--- src/rtl/uiht_ram.sv ---
`timescale 1ns / 1ps
// ----------------------------------------------------------------------------
// uiht_ram
// Simple dual-port RAM: one write port, one read port with registered data.
// ----------------------------------------------------------------------------
module uiht_ram #(
   parameter int WIDTH = 8,
   parameter int DEPTH = 16,
   parameter int AW    = (DEPTH > 1) ? $clog2(DEPTH) : 1
) (
   input  logic             clock,
   input  logic             we,
   input  logic [AW-1:0]    waddr,
   input  logic [WIDTH-1:0] wdata,
   input  logic             re,
   input  logic [AW-1:0]    raddr,
   output logic [WIDTH-1:0] rdata
);

   logic [WIDTH-1:0] mem_ff [DEPTH];
   logic [WIDTH-1:0] rdata_ff;

   always_ff @(posedge clock) begin
      if (we) begin
         mem_ff[waddr] <= wdata;
      end
      if (re) begin
         rdata_ff <= mem_ff[raddr];
      end
   end

   assign rdata = rdata_ff;

endmodule

--- config.mk ---
export PLATFORM = sky130hd
export DESIGN_NAME = uiht_ram
export DESIGN_NICKNAME = d
export VERILOG_FILES = /design/src/rtl/uiht_ram.sv
export SDC_FILE = /design/constraint.sdc
export NUM_CORES = 1
export LEC_CHECK = 0
export BUFFER_PORTS_ARGS = -buffer_cell sky130_fd_sc_hd__buf_2
export CORE_MARGIN = 1.5
export CORE_UTILIZATION = 65
export CTS_CLUSTER_SIZE = 25
export DETAILED_ROUTE_END_ITERATION = 16
export PLACE_DENSITY = 0.87
export SLEW_MARGIN = 10
export SYNTH_ARGS = -nofsm -noshare
export SYNTH_HDL_FRONTEND = slang
export SYNTH_SLANG_ARGS = --single-unit
--- constraint.sdc ---
create_clock -name clock -period 4.04 [get_ports clock]
set_clock_uncertainty 0.2 [all_clocks]
set_input_delay 1.01 -clock clock [delete_from_list [all_inputs] [get_ports clock]]
set_output_delay 1.01 -clock clock [all_outputs]
set_load 0.05 [all_outputs]
* Word-level counts from Yosys, hierarchy flattened
Memories as Yosys holds them, arrays and structs flattened. A register that Yosys moved wholly into a read port is not among the register bits.
Cells that the tools add are included.
** Storage, ports and cells
- Output and inout bits :: 8
- Logic and storage cells :: 3
- Memories :: 1
- Bits in read-only memories :: 0
- RAM bits :: 128
- Register bits after elaboration :: 0
- Latch bits :: 0
- Input port bits :: 19
** Memory list
- mem_ff :: depth 16, bits a word 8, read ports 1, clocked after memory_dff 1, wr ports 1, RTL line 20 : logic [WIDTH-1:0] mem_ff [DEPTH];
** Cells by class
- Multiply operators :: 0
- Reductions and logical operators :: 0
- $add $sub $neg :: 0
- Bitwise gates (word level) :: 0
- Shifts and indexed selects :: 0
- $lt $le $gt $ge :: 0
- Eq/ne operators :: 0
- Div/mod/pow operators :: 0
- Multiplexer cells :: 2
** Operator list (number)
- two-way mux 1 bit :: 2

* Longest topological paths before layout
- Depth after elaboration :: 2
- Depth in mapped cells :: 5
- Gate-level depth less buffers :: 3

* Worst setup path after synthesis
OpenSTA, ideal clock, no wires.
- Path kind :: input to register
- Start :: input waddr[2]
- End :: memory mem_ff[0][0], enable pin
- Setup time :: 0.383 ns
- Stages :: 2
- Path slack :: 1.337 ns
- Data arrival time :: 2.120 ns
- Buffers on the path :: 0
- Required time :: 3.457 ns
- Cells stage by stage :: or3b_2 > nor3_1
** RTL lines
- from (decl) :: RTL line 13 : input logic [AW-1:0] waddr,
- to (decl) :: RTL line 20
Straight into the memory's write port.

==> metrics.txt <==
# TYPE chip_impl_metric gauge
chip_impl_metric{name="avgSynthCellArea",unit="um^2"} 22.83
chip_impl_metric{name="clock_path_buffers",unit=""} 2
chip_impl_metric{name="worstMarginPinSlew",unit="ns"} 0.9052
chip_impl_metric{name="detailroute.via_count",unit=""} 2534
chip_impl_metric{name="cp.arrival",unit="ns"} 2.70
chip_impl_metric{name="global_route_wire_length_before_repair",unit="mm"} 15.28
chip_impl_metric{name="netlist-cell-type-count",unit=""} 18
chip_impl_metric{name="max_slew_margin",unit="%"} 39.43
chip_impl_metric{name="p_switching",unit="uW"} 669.5
chip_impl_metric{name="p_leak",unit="uW"} 0.002027
chip_impl_metric{name="power_density",unit="nW/um^2"} 547.3
chip_impl_metric{name="layout_min_cycle_time",unit="ns"} 2.638
chip_impl_metric{name="netSwitchingFraction",unit="%"} 20.22
chip_impl_metric{name="filler_cell_count",unit=""} 397
chip_impl_metric{name="ff2ff_setup_slack",unit="ns"} 2.29
chip_impl_metric{name="coreArea",unit="um^2"} 7767
chip_impl_metric{name="dpl_worst_slack",unit="ns"} 0.8564
chip_impl_metric{name="fin_tns_setup",unit="ns"} 0
chip_impl_metric{name="post_drt_via_cell_ratio",unit=""} 6.565
chip_impl_metric{name="drt_wl_total",unit="mm"} 10.26
chip_impl_metric{name="initial_core_util",unit="%"} 67.30
chip_impl_metric{name="std_cell_rows",unit=""} 32
chip_impl_metric{name="detail_route.drc_violations",unit=""} 0
chip_impl_metric{name="combPwrFrac",unit="%"} 5.0
chip_impl_metric{name="timing.final.crit_share",unit="%"} 65.30
chip_impl_metric{name="antenna_violations_before_repair",unit=""} 0
chip_impl_metric{name="detailedPlacementHpwl",unit="mm"} 5.774
chip_impl_metric{name="clkTransAtPathRegs",unit="ns"} 0.06
chip_impl_info{name="rsz0062_at_grt",value="no"} 1
chip_impl_metric{name="worst-path-max-fanout",unit=""} 20
chip_impl_info{name="cts_tree",value="done"} 1
chip_impl_metric{name="dieWidth",unit="um"} 92.68
chip_impl_metric{name="cts_inserted_buffers",unit=""} 17
chip_impl_metric{name="power_frac_clock",unit="%"} 46.7
chip_impl_metric{name="p_int",unit="uW"} 2642
chip_impl_metric{name="max_cap_viol_count",unit=""} 0
chip_impl_metric{name="final-setup-viol-count",unit=""} 0
chip_impl_metric{name="cts.repair.resized",unit=""} 0
chip_impl_metric{name="design_power_total",unit="uW"} 3311
chip_impl_info{name="timing.critical_path.from_type",value="input pin"} 1
chip_impl_metric{name="syn_nets",unit=""} 248
chip_impl_metric{name="seq_power_share",unit="%"} 48.3
chip_impl_metric{name="place.port_buffers",unit=""} 26
chip_impl_metric{name="post-cts-setup-buffers",unit=""} 0
chip_impl_metric{name="synth_cells",unit=""} 229
chip_impl_metric{name="die_height",unit="um"} 92.68
chip_impl_metric{name="drt_pre_antenna_iters",unit=""} 4
chip_impl_metric{name="synth_seq_area_share",unit="%"} 78.12
chip_impl_info{name="hp-class",value="flop to flop"} 1
chip_impl_metric{name="timing.critical_path.required",unit="ns"} 4.10
chip_impl_metric{name="clk_latency",unit="ns"} 0.52
chip_impl_metric{name="overflow",unit=""} 0
chip_impl_metric{name="irDropWorstVdd",unit="uV"} 442.5
chip_impl_metric{name="grt.total_usage",unit="%"} 26.96
chip_impl_metric{name="layout-area-overhead-vs-synth",unit="%"} 15.73
chip_impl_metric{name="post_synth_instance_area",unit="um^2"} 5228
chip_impl_metric{name="finalCoreUtilization",unit="%"} 77.88
chip_impl_metric{name="design.final.nets",unit=""} 290
chip_impl_metric{name="setup_slack",unit="ns"} 1.402
chip_impl_metric{name="ctsHtreeMaxLevel",unit=""} 4
chip_impl_metric{name="antenna_cells",unit=""} 0
chip_impl_metric{name="ant_nets",unit=""} 0
chip_impl_metric{name="grt_pass1_vias",unit=""} 2479
chip_impl_metric{name="wl_per_cell",unit="um"} 26.57
chip_impl_metric{name="first_iter_violations",unit=""} 280
chip_impl_metric{name="ys.warnings.count",unit=""} 0
chip_impl_metric{name="dieArea",unit="um^2"} 8590
chip_impl_info{name="run_status",value="completed"} 1
chip_impl_metric{name="grt_max_degree",unit=""} 33
chip_impl_info{name="path_class",value="input pin to flop"} 1
chip_impl_metric{name="place.gp.congestion",unit=""} 0.7615
chip_impl_metric{name="report.final.slew_viol_count",unit=""} 0
chip_impl_metric{name="final_layout_size_suffix_gt1_share",unit="%"} 27.82
chip_impl_metric{name="regArea",unit="um^2"} 4084
chip_impl_metric{name="ios",unit=""} 27
chip_impl_metric{name="multiInputGateArea",unit="um^2"} 1057
chip_impl_info{name="cts_root_buffer",value="sky130_fd_sc_hd__clkbuf_8"} 1
chip_impl_metric{name="timing_hold_violations_final",unit=""} 0
chip_impl_metric{name="cts.sink_count",unit=""} 136
chip_impl_metric{name="hold_slack",unit="ns"} 0.5706
chip_impl_metric{name="total_of_flip_flops_plus_latches_after_synthesis",unit=""} 136
chip_impl_metric{name="max_freq",unit="MHz"} 379.0
chip_impl_metric{name="cts_hold_buffers",unit=""} 0
chip_impl_info{name="crit_path_end_kind",value="flop"} 1
## cells in the mapped netlist
cell type,instances,area [um^2]
sky130_fd_sc_hd__nor3_1,4,20.02
sky130_fd_sc_hd__nand3b_1,2,15.01
sky130_fd_sc_hd__a22oi_1,16,120.1
sky130_fd_sc_hd__buf_6,3,33.78
sky130_fd_sc_hd__mux4_1,14,367.9
sky130_fd_sc_hd__nand3_1,1,5.000
sky130_fd_sc_hd__and2b_1,1,7.510
sky130_fd_sc_hd__nand2_1,9,33.78
sky130_fd_sc_hd__nand2b_1,2,12.51
sky130_fd_sc_hd__nor2b_1,1,6.260
sky130_fd_sc_hd__buf_4,1,7.510
sky130_fd_sc_hd__and2_1,1,6.260
sky130_fd_sc_hd__mux4_2,18,405.4
sky130_fd_sc_hd__or3b_2,1,8.760
sky130_fd_sc_hd__nor2_1,13,48.80
sky130_fd_sc_hd__clkdlybuf4s25_2,3,30.03
sky130_fd_sc_hd__buf_2,3,15.01
sky130_fd_sc_hd__edfxtp_1,136,4084
## state kept, by name, summed over array words and instances, names as in the netlist
signal / count
rdata: 8
mem_ff: 128
## power by group through the flow
stage,combinational [uW],sequential [uW],clock (uW)
after global routing,175,1600,1610
after global placement,158,1620,0
final,166,1600,1550
after CTS,166,1600,1560
after detailed placement,163,1630,0
after floorplan,80.2,1650,0
## routing by layer
layer  up-vias  part of all wire, %  track usage [%]
li1       1068                    -                -
met1      1271                   40            40.22
met2       175                   47            37.93
met3        20                  9.9            7.471
met4         0                  2.5            12.63
met5         -                    0                0
## layout make-up
type	count	area share, %
tap	102	2.110
clock inverter	14	2.978
timing repair buffer	33	3.020
sequential	136	67.51
multi-input combinational	83	17.48
clock buffer	18	6.908
## logic make-up after synthesis
family,count (synthesis),share of synthesized area [%]
buf+inv,10,1.651
simple gates,35,3.136
flops,136,78.12
compound gates,16,2.298
mux,32,14.79
## path summary, 6_finish.rpt
kind | startpoint | to | depth (start not counted)
worst max-delay path | raddr[0] | rdata[4]$_DFFE_PP_ | 5
worst min-delay path | mem_ff[8][3]$_DFFE_PP_ | rdata[3]$_DFFE_PP_ | 3
worst max register to register | mem_ff[5][0]$_DFFE_PP_ | rdata[0]$_DFFE_PP_ | 3
worst min register to register | mem_ff[8][3]$_DFFE_PP_ | rdata[3]$_DFFE_PP_ | 3
## cells in the final DEF, fill, tap and decap left out, drive strengths merged, types with 2 or more instances in the layout
cell type and instances:
a22oi 16, nor3 4, nand2 9, clkbuf 18, clkinvlp 3, nand3b 2, buf 33, clkinv 6
mux4 32, edfxtp 136, nor2 13, bufinv 4, nand2b 2
## per-stage QoR
stage | instance area, um^2 | std cells
2_1_floorplan | 5228 | 229
3_3_place_gp | 5451 | 354
3_5_place_dp | 5451 | 354
4_1_cts | 6050 | 386
5_1_grt | 6050 | 386
6_report | 6050 | 386
## worst max-delay path, stage by stage
cell	delay [ns]
sky130_fd_sc_hd__buf_2	0.48
sky130_fd_sc_hd__buf_4	0.33
sky130_fd_sc_hd__mux4_1	0.58
sky130_fd_sc_hd__a22oi_1	0.22
sky130_fd_sc_hd__nand2_1	0.08
No activity file was read; power rests on OpenSTA's default activity.
